--- config.mk ---
export PLATFORM = sky130hd
export DESIGN_NAME = bmp_palette_to_rgb565_decoder_flat
export DESIGN_NICKNAME = d
export VERILOG_FILES = /design/src/bptr_pkg.sv /design/src/bptr_byte_if.sv /design/src/bptr_pixel_if.sv /design/src/bmp_palette_to_rgb565_decoder.sv /design/src/flat_wrapper.sv
export VERILOG_INCLUDE_DIRS = /design/src /design/src/src
export SDC_FILE = /design/constraint.sdc
export NUM_CORES = 2
export LEC_CHECK = 0
export ABC_CLOCK_PERIOD_IN_PS = 5400
export BUFFER_PORTS_ARGS = -buffer_cell sky130_fd_sc_hd__buf_2
export CAP_MARGIN = 10
export CORE_UTILIZATION = 23
export CTS_BUF_LIST = sky130_fd_sc_hd__clkbuf_16
export DETAILED_ROUTE_END_ITERATION = 6
export PLACE_DENSITY_LB_ADDON = 0.25
export SLEW_MARGIN = 20
export SYNTH_ARGS = -nofsm -noshare
export SYNTH_HDL_FRONTEND = slang
export SYNTH_SLANG_ARGS = --single-unit
--- constraint.sdc ---
create_clock -name clk -period 5.4 [get_ports clk]
set_clock_uncertainty 0.2 [all_clocks]
set_input_delay 1.62 -clock clk [delete_from_list [all_inputs] [get_ports clk]]
set_output_delay 1.62 -clock clk [all_outputs]
set_load 0.01 [all_outputs]
--- src/bmp_palette_to_rgb565_decoder_macros.svh ---
// Assertion macros for the BMP palette decoder.
// Expects signals named clk and arst_n in the scope of each use.
`ifndef BMP_PALETTE_TO_RGB565_DECODER_MACROS_SVH
`define BMP_PALETTE_TO_RGB565_DECODER_MACROS_SVH

// Same-cycle implication, checked outside reset.
`define BPTR_ASSERT_NOW(label, ante, cons) \
	label: assert property (@(posedge clk) disable iff (!arst_n) (ante) |-> (cons)) \
		else $error("%m: same-cycle invariant violated");

// Next-cycle implication, checked outside reset.
`define BPTR_ASSERT_NEXT(label, ante, cons) \
	label: assert property (@(posedge clk) disable iff (!arst_n) (ante) |=> (cons)) \
		else $error("%m: next-cycle invariant violated");

`endif

--- src/bptr_pkg.sv ---
// Shared types and constants of the BMP palette decoder.
// No dependencies; used by the top level.
package bptr_pkg;

	localparam int MAX_WIDTH     = 1024;
	localparam int MAX_HEIGHT    = 1024;
	localparam int PALETTE_DEPTH = 256;

	localparam int DIM_W  = $clog2(MAX_WIDTH + 1);
	localparam int HGT_W  = $clog2(MAX_HEIGHT + 1);
	localparam int PAL_AW = $clog2(PALETTE_DEPTH);

	localparam logic [15:0] SIG_BM = 16'h4D42;

	// Header byte positions where a field is complete.
	localparam logic [5:0] IDX_SIG    = 6'd1;
	localparam logic [5:0] IDX_WIDTH  = 6'd21;
	localparam logic [5:0] IDX_HEIGHT = 6'd25;
	localparam logic [5:0] IDX_BPP    = 6'd29;
	localparam logic [5:0] IDX_USED   = 6'd49;
	localparam logic [5:0] IDX_LAST   = 6'd53;

	// Result status codes.
	localparam logic [1:0] ST_PIXEL     = 2'd0;
	localparam logic [1:0] ST_BAD_SIG   = 2'd1;
	localparam logic [1:0] ST_BAD_DEPTH = 2'd2;
	localparam logic [1:0] ST_BAD_DIMS  = 2'd3;

	// Pixel depth codes.
	localparam logic [1:0] DC_1BPP = 2'd0;
	localparam logic [1:0] DC_4BPP = 2'd1;
	localparam logic [1:0] DC_8BPP = 2'd2;

	typedef enum logic [2:0] {
		PH_IDLE,
		PH_HEADER,
		PH_PALETTE,
		PH_PIXELS,
		PH_PAD,
		PH_DONE
	} phase_t;

endpackage

--- src/bptr_byte_if.sv ---
// Input channel of the BMP palette decoder: one file byte per beat.
// No dependencies.
interface bptr_byte_if;
	logic       valid;
	logic       ready;
	logic [7:0] data_byte;
	logic       start_of_file;

	modport source (output valid, output data_byte, output start_of_file, input ready);
	modport sink (input valid, input data_byte, input start_of_file, output ready);
endinterface

--- src/bptr_pixel_if.sv ---
// Output channel of the BMP palette decoder: one pixel or error result per beat.
// No dependencies.
interface bptr_pixel_if;
	logic        valid;
	logic        ready;
	logic [15:0] pixel_color;
	logic [9:0]  pixel_column;
	logic [9:0]  pixel_row;
	logic [1:0]  status;
	logic        last_of_image;

	modport source (output valid, output pixel_color, output pixel_column,
		output pixel_row, output status, output last_of_image, input ready);
	modport sink (input valid, input pixel_color, input pixel_column,
		input pixel_row, input status, input last_of_image, output ready);
endinterface

--- src/bmp_palette_to_rgb565_decoder.sv ---
// BMP palette decoder: takes a palettized BMP file one byte per beat on byte_in
// and gives one RGB565 pixel per beat on pixel_out, with its column, its row
// (flipped, since BMP rows are stored bottom up) and a last flag on the final
// pixel. A beat with start_of_file high restarts the parser on header byte 0.
// Header and palette bytes give no result, except a bad signature
// (status 1), an unsupported depth (status 2) or dimensions out of
// range (status 3), which give one error beat with last set; input
// is then ignored until the next start. A pixel byte yields up to 8
// pixels at 1 bpp, 2 at 4 bpp, 1 at 8 bpp, each looked up at the single
// read port of the color table, which serves one lookup per cycle unless
// the output stalls. A result passes the pixel expander, the table read
// and the output register. The color table is a 256 x 16 synchronous
// memory; per-entry valid bits make it read as zero after reset until an
// entry is loaded, so no clearing pass is needed. Entries persist across files.
// Depends on bptr_pkg, bptr_byte_if, bptr_pixel_if and the macros header.
`include "bmp_palette_to_rgb565_decoder_macros.svh"

module bmp_palette_to_rgb565_decoder (
	input logic           clk,
	input logic           arst_n,
	bptr_byte_if.sink     byte_in,
	bptr_pixel_if.source  pixel_out
);
	import bptr_pkg::*;

	// Parser state
	phase_t              phase_q, phase_d;
	logic [5:0]          hdr_idx_q, hdr_idx_d;
	logic [31:0]         acc_q, acc_d;
	logic [DIM_W-1:0]    width_q, width_d;
	logic [HGT_W-1:0]    height_q, height_d;
	logic                width_bad_q, width_bad_d;
	logic                height_bad_q, height_bad_d;
	logic [1:0]          depth_q, depth_d;
	logic                depth_ok_q, depth_ok_d;
	logic [PAL_AW-1:0]   pal_top_q, pal_top_d;
	logic [PAL_AW:0]     pal_idx_q, pal_idx_d;
	logic [1:0]          pal_phase_q, pal_phase_d;
	logic [15:0]         partial_q, partial_d;
	logic [DIM_W-1:0]    col_q, col_d;
	logic [HGT_W-1:0]    row_q, row_d;
	logic [1:0]          rbp_q, rbp_d;

	// Stage 1: pixel expander, stage 2: table read, stage 3: output register
	logic                gen_v_s1;
	logic [7:0]          gen_byte_s1;
	logic [1:0]          gen_depth_s1;
	logic [3:0]          gen_left_s1;
	logic [9:0]          gen_col_s1;
	logic [9:0]          gen_row_s1;
	logic                gen_final_s1;
	logic [1:0]          gen_status_s1;

	logic                rd_v_s2;
	logic [9:0]          rd_col_s2;
	logic [9:0]          rd_row_s2;
	logic [1:0]          rd_status_s2;
	logic                rd_last_s2;
	logic                rd_ok_s2;
	logic [15:0]         rdata_s2;

	logic                out_v_s3;
	logic [15:0]         out_color_s3;
	logic [9:0]          out_col_s3;
	logic [9:0]          out_row_s3;
	logic [1:0]          out_status_s3;
	logic                out_last_s3;

	// Color table
	logic [15:0]             table_mem [PALETTE_DEPTH];
	logic [PALETTE_DEPTH-1:0] ent_vld_q;

	// Shared decode of the current beat
	logic                in_acc;
	logic [7:0]          b;
	phase_t              ph_eff;
	logic [5:0]          idx_eff;
	logic [31:0]         acc_nx;
	logic                dok_eff;
	logic                hdr_end;
	logic [1:0]          fail_st;
	logic                hdr_fail;
	logic                pal_wr;
	logic                pal_wr_en;
	logic [PAL_AW:0]     pal_idx_inc;
	logic                pal_done;
	logic [3:0]          per;
	logic [DIM_W-1:0]    rem;
	logic [3:0]          npix;
	logic                row_fits;
	logic                last_row;
	logic                final_pix;
	logic [1:0]          rbp_inc;
	logic                gen_load;
	logic [8:0]          ncolors;
	logic [PAL_AW-1:0]   pix_idx;
	logic                rd_issue;
	logic                s2_adv;

	assign in_acc  = byte_in.valid && byte_in.ready;
	assign b       = byte_in.data_byte;

	// A start beat restarts the header with a clean accumulator.
	assign ph_eff  = byte_in.start_of_file ? PH_HEADER : phase_q;
	assign idx_eff = byte_in.start_of_file ? 6'd0 : hdr_idx_q;
	assign acc_nx  = byte_in.start_of_file ? {b, 24'd0} : {b, acc_q[31:8]};
	assign dok_eff = byte_in.start_of_file ? 1'b0 : depth_ok_q;
	assign hdr_end = (idx_eff == IDX_LAST);

	// Depth error wins over a dimension error.
	always_comb begin
		fail_st = ST_PIXEL;
		if (idx_eff == IDX_SIG && acc_nx[31:16] != SIG_BM) begin
			fail_st = ST_BAD_SIG;
		end else if (hdr_end && !dok_eff) begin
			fail_st = ST_BAD_DEPTH;
		end else if (hdr_end && (width_bad_q || height_bad_q)) begin
			fail_st = ST_BAD_DIMS;
		end
	end
	assign hdr_fail = (ph_eff == PH_HEADER) && (fail_st != ST_PIXEL);

	assign pal_wr      = (ph_eff == PH_PALETTE) && (pal_phase_q == 2'd3);
	assign pal_wr_en   = in_acc && pal_wr;
	assign pal_idx_inc = pal_idx_q + 1'b1;
	assign pal_done    = pal_wr && (pal_idx_inc > {1'b0, pal_top_q});

	always_comb begin
		case (depth_q)
			DC_1BPP: per = 4'd8;
			DC_4BPP: per = 4'd2;
			default: per = 4'd1;
		endcase
	end

	// Pixels left in the row versus pixels in this byte
	assign rem       = width_q - col_q;
	assign row_fits  = (rem <= DIM_W'(per));
	assign npix      = row_fits ? 4'(rem) : per;
	assign last_row  = (row_q == height_q - 1'b1);
	assign final_pix = last_row && row_fits;
	assign rbp_inc   = rbp_q + 2'd1;
	assign gen_load  = hdr_fail || (ph_eff == PH_PIXELS);

	always_comb begin
		case (depth_q)
			DC_1BPP: ncolors = 9'd2;
			DC_4BPP: ncolors = 9'd16;
			default: ncolors = 9'd256;
		endcase
	end

	// Next phase
	always_comb begin
		phase_d = phase_q;
		if (in_acc) begin
			case (ph_eff)
				PH_HEADER: begin
					if (hdr_fail) phase_d = PH_DONE;
					else if (hdr_end) phase_d = PH_PALETTE;
					else phase_d = PH_HEADER;
				end
				PH_PALETTE: begin
					phase_d = pal_done ? PH_PIXELS : PH_PALETTE;
				end
				PH_PIXELS: begin
					if (final_pix) phase_d = PH_DONE;
					else if (row_fits) phase_d = (rbp_inc == 2'd0) ? PH_PIXELS : PH_PAD;
					else phase_d = PH_PIXELS;
				end
				PH_PAD: begin
					phase_d = (rbp_inc == 2'd0) ? PH_PIXELS : PH_PAD;
				end
				default: phase_d = phase_q;
			endcase
		end
	end

	// Parser datapath
	always_comb begin
		hdr_idx_d    = hdr_idx_q;
		acc_d        = acc_q;
		width_d      = width_q;
		height_d     = height_q;
		width_bad_d  = width_bad_q;
		height_bad_d = height_bad_q;
		depth_d      = depth_q;
		depth_ok_d   = depth_ok_q;
		pal_top_d    = pal_top_q;
		pal_idx_d    = pal_idx_q;
		pal_phase_d  = pal_phase_q;
		partial_d    = partial_q;
		col_d        = col_q;
		row_d        = row_q;
		rbp_d        = rbp_q;
		if (in_acc) begin
			if (byte_in.start_of_file) begin
				depth_ok_d = 1'b0;
			end
			case (ph_eff)
				PH_HEADER: begin
					hdr_idx_d = idx_eff + 6'd1;
					acc_d     = acc_nx;
					case (idx_eff)
						IDX_WIDTH: begin
							width_d     = DIM_W'(acc_nx);
							width_bad_d = (acc_nx == 32'd0) || (acc_nx > 32'(MAX_WIDTH));
						end
						IDX_HEIGHT: begin
							height_d     = HGT_W'(acc_nx);
							height_bad_d = (acc_nx == 32'd0) || (acc_nx > 32'(MAX_HEIGHT));
						end
						IDX_BPP: begin
							depth_ok_d = 1'b1;
							case (acc_nx[31:16])
								16'd1: depth_d = DC_1BPP;
								16'd4: depth_d = DC_4BPP;
								16'd8: depth_d = DC_8BPP;
								default: begin
									depth_d    = DC_1BPP;
									depth_ok_d = 1'b0;
								end
							endcase
						end
						IDX_USED: begin
							if (acc_nx == 32'd0 || acc_nx > 32'(ncolors))
								pal_top_d = PAL_AW'(ncolors - 9'd1);
							else
								pal_top_d = PAL_AW'(acc_nx - 32'd1);
						end
						IDX_LAST: begin
							if (!hdr_fail) begin
								pal_idx_d   = '0;
								pal_phase_d = 2'd0;
								partial_d   = 16'd0;
							end
						end
						default: ;
					endcase
				end
				PH_PALETTE: begin
					// Pack blue, green, red; the fourth byte is reserved.
					pal_phase_d = pal_phase_q + 2'd1;
					case (pal_phase_q)
						2'd0: partial_d = {11'd0, b[7:3]};
						2'd1: partial_d = partial_q | {5'd0, b[7:2], 5'd0};
						2'd2: partial_d = partial_q | {b[7:3], 11'd0};
						default: begin
							pal_idx_d = pal_idx_inc;
							if (pal_done) begin
								col_d = '0;
								row_d = '0;
								rbp_d = 2'd0;
							end
						end
					endcase
				end
				PH_PIXELS: begin
					if (final_pix) begin
						col_d = col_q + DIM_W'(npix);
					end else if (row_fits) begin
						rbp_d = rbp_inc;
						if (rbp_inc == 2'd0) begin
							col_d = '0;
							row_d = row_q + 1'b1;
						end
					end else begin
						rbp_d = rbp_inc;
						col_d = col_q + DIM_W'(npix);
					end
				end
				PH_PAD: begin
					rbp_d = rbp_inc;
					if (rbp_inc == 2'd0) begin
						col_d = '0;
						row_d = row_q + 1'b1;
					end
				end
				default: ;
			endcase
		end
	end

	always_ff @(posedge clk or negedge arst_n) begin
		if (!arst_n) begin
			phase_q      <= PH_IDLE;
			hdr_idx_q    <= '0;
			acc_q        <= '0;
			width_q      <= '0;
			height_q     <= '0;
			width_bad_q  <= 1'b0;
			height_bad_q <= 1'b0;
			depth_q      <= DC_1BPP;
			depth_ok_q   <= 1'b0;
			pal_top_q    <= '0;
			pal_idx_q    <= '0;
			pal_phase_q  <= 2'd0;
			partial_q    <= '0;
			col_q        <= '0;
			row_q        <= '0;
			rbp_q        <= 2'd0;
		end else begin
			phase_q      <= phase_d;
			hdr_idx_q    <= hdr_idx_d;
			acc_q        <= acc_d;
			width_q      <= width_d;
			height_q     <= height_d;
			width_bad_q  <= width_bad_d;
			height_bad_q <= height_bad_d;
			depth_q      <= depth_d;
			depth_ok_q   <= depth_ok_d;
			pal_top_q    <= pal_top_d;
			pal_idx_q    <= pal_idx_d;
			pal_phase_q  <= pal_phase_d;
			partial_q    <= partial_d;
			col_q        <= col_d;
			row_q        <= row_d;
			rbp_q        <= rbp_d;
		end
	end

	// Pipeline handshakes: advance a stage when the one ahead is free or drains.
	assign s2_adv   = !out_v_s3 || pixel_out.ready;
	assign rd_issue = gen_v_s1 && (!rd_v_s2 || s2_adv);

	// Take a new byte while the expander is empty or on its last lookup.
	assign byte_in.ready = !gen_v_s1 || (rd_issue && gen_left_s1 == 4'd1);

	// Palette index from the top bits of the pending byte
	always_comb begin
		case (gen_depth_s1)
			DC_1BPP: pix_idx = PAL_AW'(gen_byte_s1[7]);
			DC_4BPP: pix_idx = PAL_AW'(gen_byte_s1[7:4]);
			default: pix_idx = PAL_AW'(gen_byte_s1);
		endcase
	end

	// Stage 1: hold the byte and step one pixel per lookup
	always_ff @(posedge clk or negedge arst_n) begin
		if (!arst_n) begin
			gen_v_s1 <= 1'b0;
		end else if (in_acc && gen_load) begin
			gen_v_s1 <= 1'b1;
		end else if (rd_issue && gen_left_s1 == 4'd1) begin
			gen_v_s1 <= 1'b0;
		end
	end

	always_ff @(posedge clk) begin
		if (in_acc && gen_load) begin
			gen_byte_s1   <= b;
			gen_depth_s1  <= depth_q;
			gen_left_s1   <= hdr_fail ? 4'd1 : npix;
			gen_col_s1    <= 10'(col_q);
			gen_row_s1    <= 10'(height_q - 1'b1 - row_q);
			gen_final_s1  <= hdr_fail ? 1'b1 : final_pix;
			gen_status_s1 <= hdr_fail ? fail_st : ST_PIXEL;
		end else if (rd_issue) begin
			gen_left_s1 <= gen_left_s1 - 4'd1;
			gen_col_s1  <= gen_col_s1 + 10'd1;
			case (gen_depth_s1)
				DC_1BPP: gen_byte_s1 <= {gen_byte_s1[6:0], 1'b0};
				DC_4BPP: gen_byte_s1 <= {gen_byte_s1[3:0], 4'd0};
				default: gen_byte_s1 <= gen_byte_s1;
			endcase
		end
	end

	// Color table: one write port for palette loads, one registered read port.
	// Loads and lookups never overlap: a file's palette ends before its pixels.
	always_ff @(posedge clk) begin
		if (pal_wr_en) begin
			table_mem[pal_idx_q[PAL_AW-1:0]] <= partial_q;
		end
		if (rd_issue) begin
			rdata_s2 <= table_mem[pix_idx];
		end
	end

	always_ff @(posedge clk or negedge arst_n) begin
		if (!arst_n) begin
			ent_vld_q <= '0;
		end else if (pal_wr_en) begin
			ent_vld_q[pal_idx_q[PAL_AW-1:0]] <= 1'b1;
		end
	end

	// Stage 2: metadata beside the read
	always_ff @(posedge clk or negedge arst_n) begin
		if (!arst_n) begin
			rd_v_s2 <= 1'b0;
		end else if (rd_issue) begin
			rd_v_s2 <= 1'b1;
		end else if (s2_adv) begin
			rd_v_s2 <= 1'b0;
		end
	end

	always_ff @(posedge clk) begin
		if (rd_issue) begin
			rd_col_s2    <= (gen_status_s1 == ST_PIXEL) ? gen_col_s1 : 10'd0;
			rd_row_s2    <= (gen_status_s1 == ST_PIXEL) ? gen_row_s1 : 10'd0;
			rd_status_s2 <= gen_status_s1;
			rd_last_s2   <= gen_final_s1 && (gen_left_s1 == 4'd1);
			rd_ok_s2     <= (gen_status_s1 == ST_PIXEL) && ent_vld_q[pix_idx];
		end
	end

	// Stage 3: output register
	always_ff @(posedge clk or negedge arst_n) begin
		if (!arst_n) begin
			out_v_s3 <= 1'b0;
		end else if (rd_v_s2 && s2_adv) begin
			out_v_s3 <= 1'b1;
		end else if (pixel_out.ready) begin
			out_v_s3 <= 1'b0;
		end
	end

	always_ff @(posedge clk) begin
		if (rd_v_s2 && s2_adv) begin
			out_color_s3  <= rd_ok_s2 ? rdata_s2 : 16'd0;
			out_col_s3    <= rd_col_s2;
			out_row_s3    <= rd_row_s2;
			out_status_s3 <= rd_status_s2;
			out_last_s3   <= rd_last_s2;
		end
	end

	assign pixel_out.valid         = out_v_s3;
	assign pixel_out.pixel_color   = out_color_s3;
	assign pixel_out.pixel_column  = out_col_s3;
	assign pixel_out.pixel_row     = out_row_s3;
	assign pixel_out.status        = out_status_s3;
	assign pixel_out.last_of_image = out_last_s3;

	`BPTR_ASSERT_NOW(a_gen_count, gen_v_s1, gen_left_s1 != 4'd0)
	`BPTR_ASSERT_NOW(a_load_lookup_apart, pal_wr_en, !rd_issue)
	`BPTR_ASSERT_NOW(a_col_in_row, phase_q == PH_PIXELS, col_q < width_q)
	`BPTR_ASSERT_NOW(a_err_beat, pixel_out.valid && pixel_out.status != ST_PIXEL, pixel_out.last_of_image && pixel_out.pixel_color == 16'd0)
	`BPTR_ASSERT_NEXT(a_issue_fills, rd_issue, rd_v_s2)

endmodule
--- src/flat_wrapper.sv ---
// flat-port wrapper written by rule: the top's interface ports become plain ports
module bmp_palette_to_rgb565_decoder_flat import bptr_pkg::*;
  (clk, arst_n, byte_in_valid, byte_in_data_byte, byte_in_start_of_file, byte_in_ready, pixel_out_valid, pixel_out_pixel_color, pixel_out_pixel_column, pixel_out_pixel_row, pixel_out_status, pixel_out_last_of_image, pixel_out_ready);
  bptr_byte_if byte_in_i ();
  bptr_pixel_if pixel_out_i ();
  input logic clk;
  input logic arst_n;
  input wire logic [$bits(byte_in_i.valid)-1:0] byte_in_valid;
  input wire logic [$bits(byte_in_i.data_byte)-1:0] byte_in_data_byte;
  input wire logic [$bits(byte_in_i.start_of_file)-1:0] byte_in_start_of_file;
  output wire logic [$bits(byte_in_i.ready)-1:0] byte_in_ready;
  output wire logic [$bits(pixel_out_i.valid)-1:0] pixel_out_valid;
  output wire logic [$bits(pixel_out_i.pixel_color)-1:0] pixel_out_pixel_color;
  output wire logic [$bits(pixel_out_i.pixel_column)-1:0] pixel_out_pixel_column;
  output wire logic [$bits(pixel_out_i.pixel_row)-1:0] pixel_out_pixel_row;
  output wire logic [$bits(pixel_out_i.status)-1:0] pixel_out_status;
  output wire logic [$bits(pixel_out_i.last_of_image)-1:0] pixel_out_last_of_image;
  input wire logic [$bits(pixel_out_i.ready)-1:0] pixel_out_ready;
  assign byte_in_i.valid = byte_in_valid;
  assign byte_in_i.data_byte = byte_in_data_byte;
  assign byte_in_i.start_of_file = byte_in_start_of_file;
  assign byte_in_ready = byte_in_i.ready;
  assign pixel_out_valid = pixel_out_i.valid;
  assign pixel_out_pixel_color = pixel_out_i.pixel_color;
  assign pixel_out_pixel_column = pixel_out_i.pixel_column;
  assign pixel_out_pixel_row = pixel_out_i.pixel_row;
  assign pixel_out_status = pixel_out_i.status;
  assign pixel_out_last_of_image = pixel_out_i.last_of_image;
  assign pixel_out_i.ready = pixel_out_ready;
  bmp_palette_to_rgb565_decoder u_core (.clk(clk), .arst_n(arst_n), .byte_in(byte_in_i), .pixel_out(pixel_out_i));
endmodule
==> Word level (Yosys, flattened, before mapping) <==
Memories as Yosys holds them, arrays and structs flattened. A register that Yosys moved wholly into a read port is not among the register bits.
Index checks and enable logic that the tools add are counted.
{ "word_totals": {"ff_bits": 486, "latch_bits": 0, "ramBits": 4096, "romBits": 0, "out_inout_bits": 41, "word_cells": 214, "n_memories": 1} }
{ "classes": {"n_addsub": 13, "n_mul": 0, "div": 0, "order_cmp": 7, "n_eq_ne": 28, "shift": 0, "muxes": 68, "bitwise_logic": 3, "reduce_logical": 57} }
{ "memory_table": {"columns": ["memory", "depth", "width", "read_ports", "rd_clocked_by_memory_dff", "write_ports", "line", "text"], "rows": [
  ["u_core.table_mem", 256, 16, 1, 1, 1, "bmp_palette_to_rgb565_decoder.sv:70", "logic [15:0] table_mem [PALETTE_DEPTH];"]
]} }
{ "op_table": {"columns": ["operator", "n"], "rows": [
  ["256-bit OR", 1],
  ["11-bit two-way mux", 8],
  ["11-bit one-hot mux with 3 select lines", 2],
  ["16-bit one-hot mux with 3 select lines", 1],
  ["9-bit one-hot mux with 2 select lines", 2],
  ["32-bit by 11-bit greater-than comparator with 1-bit output, second input constant", 1],
  ["32-bit by 9-bit greater-than comparator with 1-bit output", 1],
  ["32-bit zero test", 1],
  ["16-bit two-way mux", 2],
  ["16-bit one-hot mux with 2 select lines", 1],
  ["8-bit one-hot mux with 2 select lines", 2],
  ["9-bit two-way mux", 3],
  ["24-bit two-way mux", 1],
  ["8-bit two-way mux", 3],
  ["10-bit two-way mux", 2],
  ["6-bit by 5-bit equality test with 1-bit output, second input constant", 3],
  ["8-bit by 9-bit < comparator with 1-bit output, second input constant", 2],
  ["2-bit two-way mux", 9],
  ["16-bit by 1-bit equality test with 1-bit output, second input constant", 1],
  ["16-bit by 3-bit equality test with 1-bit output, second input constant", 1],
  ["16-bit by 4-bit equality test with 1-bit output, second input constant", 1],
  ["1-bit logical AND", 16],
  ["4-bit two-way mux", 4],
  ["16-bit by 15-bit != test with 1-bit output, second input constant", 1],
  ["other kinds (49)", 107]
]} }

==> Longest topological paths before layout <==
{ "depth": {"ltp_word": 12, "mapped_depth": 26} }

==> Worst setup path before layout <==
OpenSTA, ideal clock, no wires.
{ "synth_path": {"path_kind": "input -> register", "start": "in byte_in_start_of_file", "end": "reg u_core.pal_top_q[6]", "setup_ns": 0.136, "t_arrival_ns": 4.842, "slack_ns": 0.221, "stages": 17, "path_buffers": 3, "path_cell_list": "buf_2 -> nand2b_1 -> inv_1 -> ha_1 -> a211o_1 -> a311oi_1 -> nor2_1 -> a2111oi_0 -> clkbuf_1 -> nor2_1 -> a21oi_1 -> ha_1 -> clkbuf_1 -> nor4bb_1 -> o21ai_0 -> a21oi_1 -> o21ai_0"} }
{ "synth_via": {"elab_chain_len": 4} }
{ "synth_lines": {"columns": ["element", "line", "text"], "rows": [
  ["start: declaration", "flat_wrapper.sv:10", "input wire logic [$bits(byte_in_i.start_of_file)-1:0] byte_in_start_of_file;"],
  ["24-bit two-way mux (*)", "bmp_palette_to_rgb565_decoder.sv:106", "assign acc_nx = byte_in.start_of_file ? {b, 24'd0} : {b, acc_q[31:8]};"],
  ["net u_core.acc_nx[4]", "bmp_palette_to_rgb565_decoder.sv:78", "logic [31:0] acc_nx;"],
  ["32-bit by 9-bit greater-than comparator with 1-bit output or 32-bit zero test (tied branches)", "bmp_palette_to_rgb565_decoder.sv:226", "if (acc_nx == 32'd0 || acc_nx > 32'(ncolors))"],
  ["1-bit logical OR", "bmp_palette_to_rgb565_decoder.sv:226", null],
  ["8-bit two-way mux (*)", "bmp_palette_to_rgb565_decoder.sv:226", null],
  ["end signal: assignment", "bmp_palette_to_rgb565_decoder.sv:312", "pal_top_q <= pal_top_d;"],
  ["end: declaration", "bmp_palette_to_rgb565_decoder.sv:36", "logic [PAL_AW-1:0] pal_top_q, pal_top_d;"]
]} }
The timed path passes the listed nets; every way through them passes the cells marked *.
A chain may end at the register's enable or synchronous reset.

==> Worst setup path in the final report <==
{ "layout_path": {"start": "reg u_core.gen_depth_s1[1]", "end": "reg u_core.rdata_s2[5] (read register of u_core.table_mem) (data pin)"} }
{ "layout_via": {"elab_chain_len": 2} }
{ "layout_lines": {"columns": ["element", "line", "text"], "rows": [
  ["start: declaration", "bmp_palette_to_rgb565_decoder.sv:47", "logic [1:0] gen_depth_s1;"],
  ["start signal: assignment", "bmp_palette_to_rgb565_decoder.sv:352", "gen_depth_s1 <= depth_q;"],
  ["2-bit by 1-bit equality test with 1-bit output or 2-bit zero test (tied branches)", "bmp_palette_to_rgb565_decoder.sv:331", "case (gen_depth_s1)"],
  ["8-bit one-hot mux with 2 select lines (*)", "bmp_palette_to_rgb565_decoder.sv:331", null],
  ["end: declaration", "bmp_palette_to_rgb565_decoder.sv:60", "logic [15:0] rdata_s2;"]
]} }
Every way passes the cells marked *; elsewhere a longest branch is shown, timed or not.

==> metrics <==
Sw Share=30.0%; first-pass GRT wire length=914000 um; remaining global-route overflow=0; sequential power share=45.1%; Root Buffer=clkbuf_16; die area=791000 um2; R2R cell count=9; main combinational cell family by area after synthesis=simple AND/OR/NAND/NOR gates; worst hold path depth=0; hold slack=188 ps; post-DR wirelength/cell=29.0 um; Worst-Margin Slew=1340 ps; Hold Buf Count CTS=0; FFs w/ async S/R, synth=8.24%; Pleak=0.0666 uW; core footprint=784000 um2; FILL cells=79121; share of the synthesized area in the top cell type=69.8%; maximum vdd drop=0.337 mV; unrepaired setup endpoints after global routing=yes; Die Wd=890 um; worst reg2reg setup slack=230 ps; Final Cell Area=218000 um2; Compound-Gate Fraction of Synth Area=4.63%; Non-Filler Instances=23104; row cnt=325; initial antenna violation count=66; Main synth FF type=edfxtp_1; syn_area_per_cell=16.0 um2; total of warnings raised by yosys=0; Syn Inst Count=11313; top cells by count, synth=4212 x edfxtp_1, 2078 x nand2_1, 615 x nand3_1, 538 x mux4_2, 382 x nor2_1; largest net degree at the start of global routing=145; Pwr Density=403 nW/um2; placed insts=22133; Die Span Y=890 um; crit path DAT=5740 ps; post-route ant nets=0; fin crit share=95.8%; CTS buffer count=468; Post-Syn Nets=11383; Cell Area, Placed=203000 um2; sw power=26400 uW; Post-Synth Adder-Cell Area=0.406%; Int Power=61600 uW; final setup violating endpoints=0; mux contribution to synthesized area=8.15%; area leader, netlist=edfxtp_1; WP depth=9; crit-path max cell delay=1000 ps; layout cells sized above 1=22.7%; Detailed Routing Iterations Pass 1=7; crit path launch type=register; RD Place Congestion=0.832; Final Hold Viols=0; status=finished with violations; total global-route track usage=16.4%; hpwl dp=429000 um; crit path buf inv count=3; Max Cap Violations=0; Max Freq=193 MHz; Initial Utilization=23.1%; I/O Pins=54; fin crit period=5170 ps; WP data required=5970 ps; CTS tree=done; H-tree levels=5; Critical-path top delay cell=nor4_1; #FFs+latches synth=4590; Rel. slew slack=10.6%; Synth area leaders=edfxtp_1 70%, mux4_2 6.7%, dfrtp_1 5.2%; count leader, synth=edfxtp_1; power share of the clock group=36.3%; element type at the critical path end=register; Worst-path clk slew=60 ps; vias in the first global route=104631; Mapped Area=181000 um2; CP Class=register to register; Area Overhead vs Synth=20.6%; Post-synth EDFFs=4212; routed vias/inst=4.65; Comb pwr share=18.6%; Synth Area in Simple Gates=9.44%; Max Root-Sink Buffers=4; PortBufs=53; xor/xnor share of the synthesized area=0.218%; CP Max Fanout=40; Remaining DRCs=2; HP Class=register to register; worst-path cell chain=buf_4, o21ai_4, buf_12, buf_12, mux4_2, a22oi_1, o211ai_1, nor4_1, nor4_1; Crit path max-delay family=compound AO/OA/AOI/OAI gates; via count=107479; sequential fraction of the synthesis area=75.0%; Final Max Tran Viols=0; fin nets=12214; failing checks=design-rule violations; Unique masters post-synth=99; CTS Sinks=4590; worst skew pair latency=1080 ps; final wirelength=670000 um; DRT iter0 DRCs=12300
-- routing by layer --
metal | GRT usage, % | share of wire (%)
met1 | 22.7 | 43
met2 | 26.4 | 47
met3 | 2.24 | 6.1
met4 | 5.76 | 4.0
met5 | 0 | 0.012
-- worst reg2reg max path, stage by stage, from the launching register on --
cell,delay (ps)
edfxtp_1,630
buf_4,260
o21ai_4,830
buf_12,270
buf_12,290
mux4_2,390
a22oi_1,720
o211ai_1,170
nor4_1,1000
nor4_1,130
-- cell type report --
class                   instances  area, um2  area share (%)
repair buffers               1026      11500            5.25
diodes                         89        223           0.102
inverters                      63        238           0.109
flip-flops and latches       4590     136000            62.3
clock inverters               405       3040            1.39
multi-input cells            5995      42600            19.5
clock buffers                 472      11800            5.41
well taps                   10464      13100            5.99
-- cells in the final DEF, fill, tap and decap left out, types with 23 or more instances in the layout --
master,instances
o22ai_1,43
buf_12,310
edfxtp_1,4212
and2_1,47
nor2_2,256
xor2_1,23
or2_2,249
mux2i_1,234
clkbuf_16,472
buf_4,661
nor3_1,43
bufinv_16,35
nand2b_1,36
clkinv_1,112
nand4_1,115
inv_1,197
and3_1,86
nor2b_1,37
diode_2,89
nor2_1,113
o21ai_0,187
nand2_1,2058
a21oi_1,245
buf_2,53
nor4_1,51
a22oi_1,87
dfrtp_1,362
a211oi_1,32
a32oi_1,98
ha_1,52
o211ai_1,37
a31oi_1,272
clkinv_2,81
a311oi_1,42
mux4_2,538
nand3_1,613
-- through the flow --
stage / setup TNS [ps] / utilization, % / worst slack, ps / total power [uW]
final: 0 / 27.9 / 228 / 88000
after global routing: -24.4 / 27.9 / -24.4 / 90700
after CTS: 0 / 27.8 / 20.5 / 88700
after detailed placement: -54.4 / 25.9 / -54.4 / 56800
after global placement: -1050 / 25.9 / -350 / 56800
after floorplan: 0 / - / 221 / 48500
-- registers in the layout, indices dropped and copies added (netlist names), 9 cells and up --
register	cells
u_core.rdata_s2	16
u_core.table_mem	4096
u_core.row_q	11
u_core.pixel_out.pixel_column	10
u_core.gen_row_s1	10
u_core.partial_q	16
u_core.acc_q	24
u_core.pixel_out.pixel_row	10
u_core.width_q	11
u_core.gen_col_s1	10
u_core.pixel_out.pixel_color	16
u_core.ent_vld_q	256
u_core.rd_col_s2	10
u_core.rd_row_s2	10
u_core.pal_idx_q	9
u_core.col_q	11
u_core.height_q	11
-- final timing paths --
kind                                                  startpoint                                   end
worst max-delay path            u_core.gen_depth_s1[1]$_DFFE_PP_          u_core.rdata_s2[5]$_DFFE_PP_
worst min-delay path            u_core.rd_status_s2[1]$_DFFE_PP_  u_core.pixel_out.status[1]$_DFFE_PP_
worst max register to register  u_core.gen_depth_s1[1]$_DFFE_PP_          u_core.rdata_s2[5]$_DFFE_PP_
worst min register to register  u_core.rd_status_s2[1]$_DFFE_PP_  u_core.pixel_out.status[1]$_DFFE_PP_
max in group asynchronous                                 arst_n       u_core.partial_q[6]$_DFFE_PN0P_
min in group asynchronous                                 arst_n           u_core.row_q[3]$_DFFE_PN0P_
-- power groups by stage --
stage	clock network (uW)	registers [uW]	logic [uW]
after floorplan	0	40200	8380
after global placement	0	40500	16400
after detailed placement	0	40500	16400
after CTS	32600	39700	16400
after global routing	33800	39700	17200
final	31900	39700	16400
-- cell families (layout without fill, tap and decap cells) --
family / Yosys count / after routing
xor+xnor: 45 / 45
compound gates: 1264 / 1264
simple gates: 3834 / 3834
buf+inv: 728 / 1966
mux: 795 / 795
fa+ha+maj: 57 / 57
flops: 4590 / 4590
other cells: 0 / 89
-- what timing repair did --
action                     CTS  global route
resized for setup            0            11
hold endpoints to repair     0             0
pin swaps                    1             4
buffers inserted             3             2
setup endpoints to repair    1             3
cloned                       0             0
No activity file was read; power rests on OpenSTA's default activity.
